[src/hdl/ejs_pkg.sv]
package ejs_pkg;

    // nesting stack depth and the width of the depth counter
    localparam int NEST_MAX = 128;
    localparam int DEPTH_W  = $clog2(NEST_MAX + 1);

    // most text bytes one item can cause
    localparam int MAX_BYTES = 6;
    localparam int CNT_W     = $clog2(MAX_BYTES + 1);

    // item op codes
    localparam logic [3:0] OP_DOC_START    = 4'd0;
    localparam logic [3:0] OP_MAP_START    = 4'd1;
    localparam logic [3:0] OP_MAP_END      = 4'd2;
    localparam logic [3:0] OP_SEQ_START    = 4'd3;
    localparam logic [3:0] OP_SEQ_END      = 4'd4;
    localparam logic [3:0] OP_SCALAR_START = 4'd5;
    localparam logic [3:0] OP_SCALAR_BYTE  = 4'd6;
    localparam logic [3:0] OP_SCALAR_END   = 4'd7;
    localparam logic [3:0] OP_ALIAS        = 4'd8;

    // text characters
    localparam logic [7:0] CH_COMMA  = 8'h2c;
    localparam logic [7:0] CH_COLON  = 8'h3a;
    localparam logic [7:0] CH_LBRACE = 8'h7b;
    localparam logic [7:0] CH_RBRACE = 8'h7d;
    localparam logic [7:0] CH_LBRACK = 8'h5b;
    localparam logic [7:0] CH_RBRACK = 8'h5d;
    localparam logic [7:0] CH_QUOTE  = 8'h22;
    localparam logic [7:0] CH_BSLASH = 8'h5c;
    localparam logic [7:0] CH_LOW_B  = 8'h62;
    localparam logic [7:0] CH_LOW_F  = 8'h66;
    localparam logic [7:0] CH_LOW_N  = 8'h6e;
    localparam logic [7:0] CH_LOW_R  = 8'h72;
    localparam logic [7:0] CH_LOW_T  = 8'h74;
    localparam logic [7:0] CH_LOW_U  = 8'h75;
    localparam logic [7:0] CH_LOW_L  = 8'h6c;
    localparam logic [7:0] CH_ZERO   = 8'h30;
    localparam logic [7:0] CH_SPACE  = 8'h20;

    // control bytes with short escapes
    localparam logic [7:0] CTL_BS = 8'h08;
    localparam logic [7:0] CTL_HT = 8'h09;
    localparam logic [7:0] CTL_LF = 8'h0a;
    localparam logic [7:0] CTL_FF = 8'h0c;
    localparam logic [7:0] CTL_CR = 8'h0d;

    typedef enum logic [1:0] {
        ROLE_NONE  = 2'd0,
        ROLE_KEY   = 2'd1,
        ROLE_VALUE = 2'd2,
        ROLE_SEQ   = 2'd3
    } role_t;

    typedef struct packed {
        role_t role;
        logic  nonempty;
    } frame_t;

    typedef struct packed {
        logic load_above;
        logic load_below;
    } cell_ctl_t;

    typedef struct packed {
        logic [MAX_BYTES-1:0][7:0] bytes;
        logic [CNT_W-1:0]          count;
        logic                      err;
    } ejs_load_t;

    // frame after one node of it has completed
    function automatic frame_t frame_advance(frame_t f);
        frame_t r;
        r = f;
        case (f.role)
            ROLE_KEY:   r.role = ROLE_VALUE;
            ROLE_VALUE:
            begin
                r.role     = ROLE_KEY;
                r.nonempty = 1'b1;
            end
            ROLE_SEQ:   r.nonempty = 1'b1;
            default:    r = f;
        endcase
        return r;
    endfunction

    // lowercase hex digit
    function automatic logic [7:0] hex_char(logic [3:0] n);
        logic [7:0] r;
        if (n < 4'd10)
            r = CH_ZERO + {4'b0, n};
        else
            r = 8'h57 + {4'b0, n};
        return r;
    endfunction

endpackage

[src/hdl/event_stream_json_emitter_unit.sv]
// channel | signals                        | word
// --------+--------------------------------+----------------------------------
// in      | in_valid, in_ready             | op, data_byte
// out     | out_valid, out_ready           | out_byte, last, overflow_error
//
// one item is taken per cycle while it causes at most one text byte; an item
// causing n text bytes (2 to 6) keeps in_ready low after it is taken while
// the output byte line drains, the next item is taken in the cycle its last
// byte leaves. the nesting stack is a row of frame cells that shift on push
// and pop, so the top frame is always in the first cell.
// reset clears the depth, the error flag and the output line; frame contents
// are not reset. a stall on out holds in_ready low once the line is busy.
module event_stream_json_emitter_unit
    import ejs_pkg::*;
(
    input  logic       clk,
    input  logic       rst_n,
    input  logic       in_valid,
    output logic       in_ready,
    input  logic [3:0] op,
    input  logic [7:0] data_byte,
    output logic       out_valid,
    input  logic       out_ready,
    output logic [7:0] out_byte,
    output logic       last,
    output logic       overflow_error
);

    logic [DEPTH_W-1:0] depth_reg;
    logic [DEPTH_W-1:0] depth_next;
    logic               err_reg;
    logic               err_next;

    frame_t    cell_frame [NEST_MAX];
    frame_t    cell_below [NEST_MAX];
    frame_t    top_new;
    logic      top_we;
    logic      do_push;
    logic      do_pop;
    logic      accept;
    logic      has_top;
    logic      full;
    logic      sep_en;
    logic [7:0] sep_ch;
    logic [MAX_BYTES-1:0][7:0] body;
    logic [CNT_W-1:0]          body_n;
    ejs_load_t load_data;
    logic      free;

    assign accept  = in_valid && in_ready;
    assign in_ready = free;
    assign has_top = (depth_reg != '0);
    assign full    = (depth_reg == DEPTH_W'(NEST_MAX));

    // separator before a node
    always_comb
    begin
        sep_en = 1'b0;
        sep_ch = CH_COMMA;
        if (has_top)
        begin
            case (cell_frame[0].role)
                ROLE_KEY, ROLE_SEQ:
                    sep_en = cell_frame[0].nonempty;
                ROLE_VALUE:
                begin
                    sep_en = 1'b1;
                    sep_ch = CH_COLON;
                end
                default: sep_en = 1'b0;
            endcase
        end
    end

    // item decode, stack control and text bytes
    always_comb
    begin
        depth_next = depth_reg;
        err_next   = err_reg;
        top_we     = 1'b0;
        top_new    = cell_frame[0];
        do_push    = 1'b0;
        do_pop     = 1'b0;
        body       = '0;
        body_n     = '0;
        if (op == OP_DOC_START)
        begin
            depth_next = '0;
            err_next   = 1'b0;
        end
        else if (!err_reg)
        begin
            case (op)
                OP_MAP_START, OP_SEQ_START:
                begin
                    body[0] = (op == OP_MAP_START) ? CH_LBRACE : CH_LBRACK;
                    body_n  = CNT_W'(1);
                    if (full)
                        err_next = 1'b1;
                    else
                    begin
                        do_push          = 1'b1;
                        top_we           = 1'b1;
                        top_new.role     = (op == OP_MAP_START) ? ROLE_KEY : ROLE_SEQ;
                        top_new.nonempty = 1'b0;
                        depth_next       = depth_reg + DEPTH_W'(1);
                    end
                end
                OP_MAP_END, OP_SEQ_END:
                begin
                    body[0] = (op == OP_MAP_END) ? CH_RBRACE : CH_RBRACK;
                    body_n  = CNT_W'(1);
                    if (has_top)
                    begin
                        do_pop     = 1'b1;
                        top_we     = 1'b1;
                        top_new    = frame_advance(cell_below[0]);
                        depth_next = depth_reg - DEPTH_W'(1);
                    end
                end
                OP_SCALAR_START:
                begin
                    body[0] = CH_QUOTE;
                    body_n  = CNT_W'(1);
                end
                OP_SCALAR_BYTE:
                begin
                    body[0] = CH_BSLASH;
                    body_n  = CNT_W'(2);
                    case (data_byte)
                        CH_QUOTE:  body[1] = CH_QUOTE;
                        CH_BSLASH: body[1] = CH_BSLASH;
                        CTL_BS:    body[1] = CH_LOW_B;
                        CTL_FF:    body[1] = CH_LOW_F;
                        CTL_LF:    body[1] = CH_LOW_N;
                        CTL_CR:    body[1] = CH_LOW_R;
                        CTL_HT:    body[1] = CH_LOW_T;
                        default:
                        begin
                            if (data_byte < CH_SPACE)
                            begin
                                body[1] = CH_LOW_U;
                                body[2] = CH_ZERO;
                                body[3] = CH_ZERO;
                                body[4] = hex_char(data_byte[7:4]);
                                body[5] = hex_char(data_byte[3:0]);
                                body_n  = CNT_W'(6);
                            end
                            else
                            begin
                                body[0] = data_byte;
                                body_n  = CNT_W'(1);
                            end
                        end
                    endcase
                end
                OP_SCALAR_END:
                begin
                    body[0] = CH_QUOTE;
                    body_n  = CNT_W'(1);
                    top_we  = has_top;
                    top_new = frame_advance(cell_frame[0]);
                end
                OP_ALIAS:
                begin
                    body[0] = CH_LOW_N;
                    body[1] = CH_LOW_U;
                    body[2] = CH_LOW_L;
                    body[3] = CH_LOW_L;
                    body_n  = CNT_W'(4);
                    top_we  = has_top;
                    top_new = frame_advance(cell_frame[0]);
                end
                default: body_n = '0;
            endcase
        end
        if (!accept)
        begin
            depth_next = depth_reg;
            err_next   = err_reg;
            top_we     = 1'b0;
            do_push    = 1'b0;
            do_pop     = 1'b0;
        end
    end

    // put the separator in front of the body for node starts
    always_comb
    begin
        load_data.bytes = body;
        load_data.count = body_n;
        load_data.err   = err_next;
        if (sep_en && !err_reg && (op == OP_MAP_START || op == OP_SEQ_START ||
            op == OP_SCALAR_START || op == OP_ALIAS))
        begin
            load_data.bytes = {body[MAX_BYTES-2:0], sep_ch};
            load_data.count = body_n + CNT_W'(1);
        end
    end

    always_ff @(posedge clk or negedge rst_n)
    begin
        if (!rst_n)
        begin
            depth_reg <= '0;
            err_reg   <= 1'b0;
        end
        else
        begin
            depth_reg <= depth_next;
            err_reg   <= err_next;
        end
    end

    // row of frame cells, cell 0 is the top of the stack
    for (genvar i = 0; i < NEST_MAX; i++)
    begin : g_cell
        cell_ctl_t ctl;
        frame_t    above;

        if (i == 0)
        begin : g_head
            assign ctl.load_above = top_we;
            assign ctl.load_below = 1'b0;
            assign above          = top_new;
        end
        else
        begin : g_body
            assign ctl.load_above = do_push;
            assign ctl.load_below = do_pop;
            assign above          = cell_frame[i-1];
        end

        if (i == NEST_MAX - 1)
        begin : g_tail
            assign cell_below[i] = cell_frame[i];
        end
        else
        begin : g_link
            assign cell_below[i] = cell_frame[i+1];
        end

        ejs_frame_cell u_cell (
            .clk   (clk),
            .ctl   (ctl),
            .above (above),
            .below (cell_below[i]),
            .frame (cell_frame[i])
        );
    end

    // output byte line
    ejs_out_queue u_out (
        .clk            (clk),
        .rst_n          (rst_n),
        .load           (accept && (load_data.count != '0)),
        .load_data      (load_data),
        .free           (free),
        .out_valid      (out_valid),
        .out_ready      (out_ready),
        .out_byte       (out_byte),
        .last           (last),
        .overflow_error (overflow_error)
    );

    // depth never passes the stack size
    a_depth_bound: assert property (@(posedge clk) disable iff (!rst_n)
        depth_reg <= DEPTH_W'(NEST_MAX))
        else $error("nesting depth beyond stack size");

    // doc start clears depth and error
    a_doc_clear: assert property (@(posedge clk) disable iff (!rst_n)
        (accept && op == OP_DOC_START) |=> (depth_reg == '0 && !err_reg))
        else $error("doc start did not clear state");

    // start at full depth raises the sticky error
    a_overflow: assert property (@(posedge clk) disable iff (!rst_n)
        (accept && !err_reg && full && (op == OP_MAP_START || op == OP_SEQ_START))
        |=> err_reg)
        else $error("overflow not flagged");

    // while the error is pending the stack does not move
    a_err_hold: assert property (@(posedge clk) disable iff (!rst_n)
        (accept && err_reg && op != OP_DOC_START) |=> $stable(depth_reg))
        else $error("stack moved under pending error");

endmodule

[src/hdl/ejs_frame_cell.sv]
module ejs_frame_cell
    import ejs_pkg::*;
(
    input  logic      clk,
    input  cell_ctl_t ctl,
    input  frame_t    above,
    input  frame_t    below,
    output frame_t    frame
);

    frame_t frame_reg;

    // push moves frames down, pop moves them up
    always_ff @(posedge clk)
    begin
        if (ctl.load_above)
            frame_reg <= above;
        else if (ctl.load_below)
            frame_reg <= below;
    end

    assign frame = frame_reg;

endmodule

[src/hdl/ejs_out_queue.sv]
module ejs_out_queue
    import ejs_pkg::*;
(
    input  logic       clk,
    input  logic       rst_n,
    input  logic       load,
    input  ejs_load_t  load_data,
    output logic       free,
    output logic       out_valid,
    input  logic       out_ready,
    output logic [7:0] out_byte,
    output logic       last,
    output logic       overflow_error
);

    logic [MAX_BYTES-1:0][7:0] bytes_reg;
    logic [CNT_W-1:0]          rem_reg;
    logic [CNT_W-1:0]          rem_next;
    logic                      err_reg;
    logic                      take;

    assign take      = out_valid && out_ready;
    assign out_valid = (rem_reg != '0);
    assign last      = (rem_reg == CNT_W'(1));
    assign free      = !out_valid || (last && out_ready);
    assign out_byte  = bytes_reg[0];
    assign overflow_error = err_reg;

    // remaining word count
    always_comb
    begin
        rem_next = rem_reg;
        if (load)
            rem_next = load_data.count;
        else if (take)
            rem_next = rem_reg - CNT_W'(1);
    end

    always_ff @(posedge clk or negedge rst_n)
    begin
        if (!rst_n)
            rem_reg <= '0;
        else
            rem_reg <= rem_next;
    end

    // byte shift line, head byte is the current word
    always_ff @(posedge clk)
    begin
        if (load)
        begin
            bytes_reg <= load_data.bytes;
            err_reg   <= load_data.err;
        end
        else if (take)
        begin
            bytes_reg <= {8'h00, bytes_reg[MAX_BYTES-1:1]};
        end
    end

endmodule

[config.mk]
export PLATFORM = sky130hd
export DESIGN_NAME = event_stream_json_emitter_unit
export DESIGN_NICKNAME = d
export VERILOG_FILES = /design/src/hdl/ejs_pkg.sv /design/src/hdl/event_stream_json_emitter_unit.sv /design/src/hdl/ejs_frame_cell.sv /design/src/hdl/ejs_out_queue.sv
export SDC_FILE = /design/constraint.sdc
export NUM_CORES = 1
export LEC_CHECK = 0
export BUFFER_PORTS_ARGS = -buffer_cell sky130_fd_sc_hd__buf_2
export CAP_MARGIN = 20
export CORE_MARGIN = 10
export CORE_UTILIZATION = 40
export DETAILED_ROUTE_END_ITERATION = 6
export PLACE_DENSITY_LB_ADDON = 0.2
export SLEW_MARGIN = 5
export SYNTH_ARGS = -nofsm -noshare
export SYNTH_HDL_FRONTEND = slang
export SYNTH_SLANG_ARGS = --single-unit
export TNS_END_PERCENT = 20
[constraint.sdc]
create_clock -name clk -period 29.5 [get_ports clk]
set_clock_uncertainty 0.1 [all_clocks]
set_input_delay 5.9 -clock clk [delete_from_list [all_inputs] [get_ports clk]]
set_output_delay 5.9 -clock clk [all_outputs]
set_load 0.05 [all_outputs]
==> summary.txt <==
Drt
  • WL/cell: between 10 and 15 µm
  • Drt drc: 0
  • Remaining antenna violation count: 0
  • Drt first pass iters: 5
  • DR vias: approximately 13000
  • DRT iter0 DRCs: 1030
  • Final wirelength: ~35000 µm
  • Via density: approximately 5

Timing
  • Worst-Margin Slew: about 1.1 ns
  • Hold Vio Cnt, Final: 0
  • RSZ-0062 raised after global routing: false
  • Final setup viols: 0
  • F_max: around 80 MHz
  • Final Cycle Share: 0.426
  • Setup TNS: 0 ns
  • Max-slew headroom: 0.282
  • Period minus WS final: approximately 13 ns
  • Fin. max-slew vios: 0

Hold path
  • HP Class: reg2reg

Yosys
  • Synth Warn #: 0
  • Post-synth net total: about 2000
  • Post-Synthesis Cells: roughly 2000
  • Top_reg_cell synth: edfxtp_1
  • Async set-reset flop share out of synthesis: 0.0272
  • Synthesized area: ~20000 µm²
  • Synth Area per Inst: 10.2 µm²
  • #FFs+latches synth: approximately 440
  • Post-synth EDFFs: ~430
  • Sequential fraction of the synthesis area: 0.660
  • Count of different cell masters after synthesis: 68

GRT
  • Vias in the first global route: 12730
  • First-pass GRT wire length: about 60000 µm
  • Grt ovf: 0
  • Tot GR Track Use: 0.116
  • Pin count of the biggest net entering global routing: ~200
  • Initial antenna violation count: 0

Layout
  • Share of cells above drive strength 1: 0.0750
  • Commonest non-fill, non-tap cell in the layout: nand2_1
  • N_diodes: 0
  • Post-route cell area: 22200 µm²
  • Multi-input logic area: between 6000 and 7000 µm²
  • Filler instances: between 4000 and 5000
  • Seq. cell area: 13200 µm²
  • Largest register FFs: 384
  • Final #Nets: 1984
  • P&R area growth vs syn: 11.3%
  • Non-filler cells, final: ~2700
  • Most frequent cells in the layout: nand2_1 (1154), edfxtp_1 (429), clkbuf_16 (50), buf_2 (27), nor2_1 (24)

Outcome
  • Status: finished, final reports clean

Die
  • Die Span Y: about 240 µm
  • Initial Utilization: 0.406
  • Die X: between 200 and 250 µm
  • Boundary Pins: 28
  • Core Rows: a little over 80
  • Area of the die: roughly 59000 µm²
  • CORE AREA: ~50000 µm²

Clocking
  • Post-CTS Setup Inserts: 0
  • CTS tree: yes
  • H-tree level count: 2
  • Clock Latency Late Sink: slightly below 0.6 ns
  • TritonCTS buffer count: a little under 50
  • CTS root buffer: clkbuf_16
  • Clk buf depth: 3
  • Post-cts resize count: 0
  • Clock sink count: between 400 and 500
  • Hold Buf Count CTS: 0
  • Worst-path clk slew: roughly 0.06 ns

Setup path
  • Crit Path Class: in2out
  • Slowest library cell on the worst path: buf_2
  • CP dominant cell by count: buf_2
  • Crit-path leading delay family: buffers and inverters
  • Crit. End Element: output port
  • Worst EP required: roughly 24 ns
  • Critical Path Max Stage Delay: approximately 0.2 ns
  • CP arrival: roughly 6.6 ns
  • Critical path cell sequence: buf_2 -> a21o_1 -> and2_1 -> buf_2
  • Critical Path Fanout Max: 3
  • CP Launch Type: primary input
  • CP bufs+invs: 2

Place
  • DP HPWL: slightly below 20000 µm
  • Area post-placement: 20500 µm²
  • # port buffers: 27
  • Inst Count DP: around 2600
  • Routability congestion estimate: between 0.7 and 0.8

Power and ir drop
  • Max VDD drop: between 0.04 and 0.05 mV
  • Sequential share of power: 0.496
  • Combinational share of power: 0.140
  • Leak: 0.00914 µW
  • Net load switching power: ~430 µW
  • Clock share of power: 0.364
  • P_int: ~1200 µW
  • Power per cell area: ~74 nW/µm²
  • Net Sw Frac: 0.260

Run
  • Max Cap Violations: 0
## routing by layer
layer,wire [µm],global-route usage,vias up
met2,15900,0.188,142
met3,1300,0.0245,66
met4,838,0.0384,0
met1,16700,0.151,6211
li1,-,-,6468
met5,0,0,-
## layout make-up
cell class | count | area share
flip-flops and latches | 441 | 0.594
well taps | 664 | 0.0374
inverters | 24 | 0.00439
repair buffers | 39 | 0.0131
clock buffers | 64 | 0.0601
clock inverters | 26 | 0.0112
multi-input cells | 1392 | 0.280
## through the flow
| step | worst slack, ns | total power [µW] | utilization | hold slack [ns] |
|---|---|---|---|---|
| 2_1_floorplan | 13.93 | 1030 | - | 0.326 |
| 3_3_place_gp | 16.93 | 1060 | 0.418 | 0.350 |
| 3_5_place_dp | 16.94 | 1060 | 0.418 | 0.342 |
| 4_1_cts | 16.94 | 1670 | 0.450 | 0.352 |
| 5_1_grt | 16.91 | 1730 | 0.452 | 0.378 |
| 6_report | 16.94 | 1650 | 0.452 | 0.354 |
## Yosys cell counts, types with 3 or more instances
| master | n | share of area |
|---|---|---|
| a31oi_1 | 5 | 0.0016 |
| buf_6 | 4 | 0.0023 |
| edfxtp_1 | 429 | 0.65 |
| clkbuf_1 | 60 | 0.011 |
| a21oi_1 | 20 | 0.0050 |
| nor3_1 | 7 | 0.0018 |
| o22ai_1 | 3 | 0.00094 |
| nand2_1 | 1155 | 0.22 |
| nor2b_1 | 7 | 0.0022 |
| xnor2_1 | 9 | 0.0039 |
| mux2_4 | 15 | 0.011 |
| nand3_1 | 8 | 0.0020 |
| o21ai_0 | 18 | 0.0045 |
| buf_2 | 24 | 0.0060 |
| nand2b_1 | 6 | 0.0019 |
| ha_1 | 20 | 0.013 |
| and2_1 | 8 | 0.0025 |
| nor4_1 | 4 | 0.0013 |
| dfrtp_1 | 12 | 0.015 |
| buf_1 | 6 | 0.0011 |
| a21o_1 | 18 | 0.0068 |
| buf_4 | 10 | 0.0038 |
| mux2i_1 | 6 | 0.0030 |
| inv_1 | 21 | 0.0039 |
| nor2_1 | 24 | 0.0045 |
| a22o_1 | 5 | 0.0022 |
## worst register-to-register path: cells and delay by family, from the launching register on
kind	cells	cell delay (ns)
AO/OA/AOI/OAI	1	0.12
adder cells (fa/ha/maj)	1	0.21
AND/OR/NAND/NOR	5	1.53
buffers and inverters	4	3.01
flip-flops	1	0.38
## cells by family after synthesis
| logic type | count (synthesis) | synth area share |
|---|---|---|
| DFF | 441 | 0.660 |
| buffers and inverters | 128 | 0.0290 |
| AOI/OAI and AO/OA | 96 | 0.0328 |
| adders and majority gates | 21 | 0.0135 |
| other | 1 | 0.000188 |
| and+or+nand+nor | 1241 | 0.244 |
| muxes | 22 | 0.0149 |
| xor gates and xnor gates | 11 | 0.00483 |
## worst paths after layout
| path | cells after the start | slack [ns] | startpoint | endpoint |
|---|---|---|---|---|
| worst max-delay path | 4 | 16.94 | out_ready | in_ready |
| worst min-delay path | 0 | 0.35 | g_cell[126].u_cell.frame[0] | g_cell[127].u_cell.frame[0] |
| worst max register to register | 11 | 24.03 | u_out.rem_reg[0] | g_cell[106].u_cell.frame[1] |
| worst min register to register | 0 | 0.35 | g_cell[126].u_cell.frame[0] | g_cell[127].u_cell.frame[0] |
| max in group asynchronous | 1 | 23.92 | rst_n | depth_reg[7] |
| min in group asynchronous | 1 | 5.13 | rst_n | depth_reg[2] |
## power groups by stage
stage | logic [µW] | clock network, µW | registers (µW)
final | 230 | 601 | 817
after floorplan | 191 | 0 | 837
after global placement | 226 | 0 | 829
after CTS | 231 | 622 | 818
after global routing | 260 | 646 | 825
after detailed placement | 231 | 0 | 831
No activity file was read; power rests on OpenSTA's default activity.
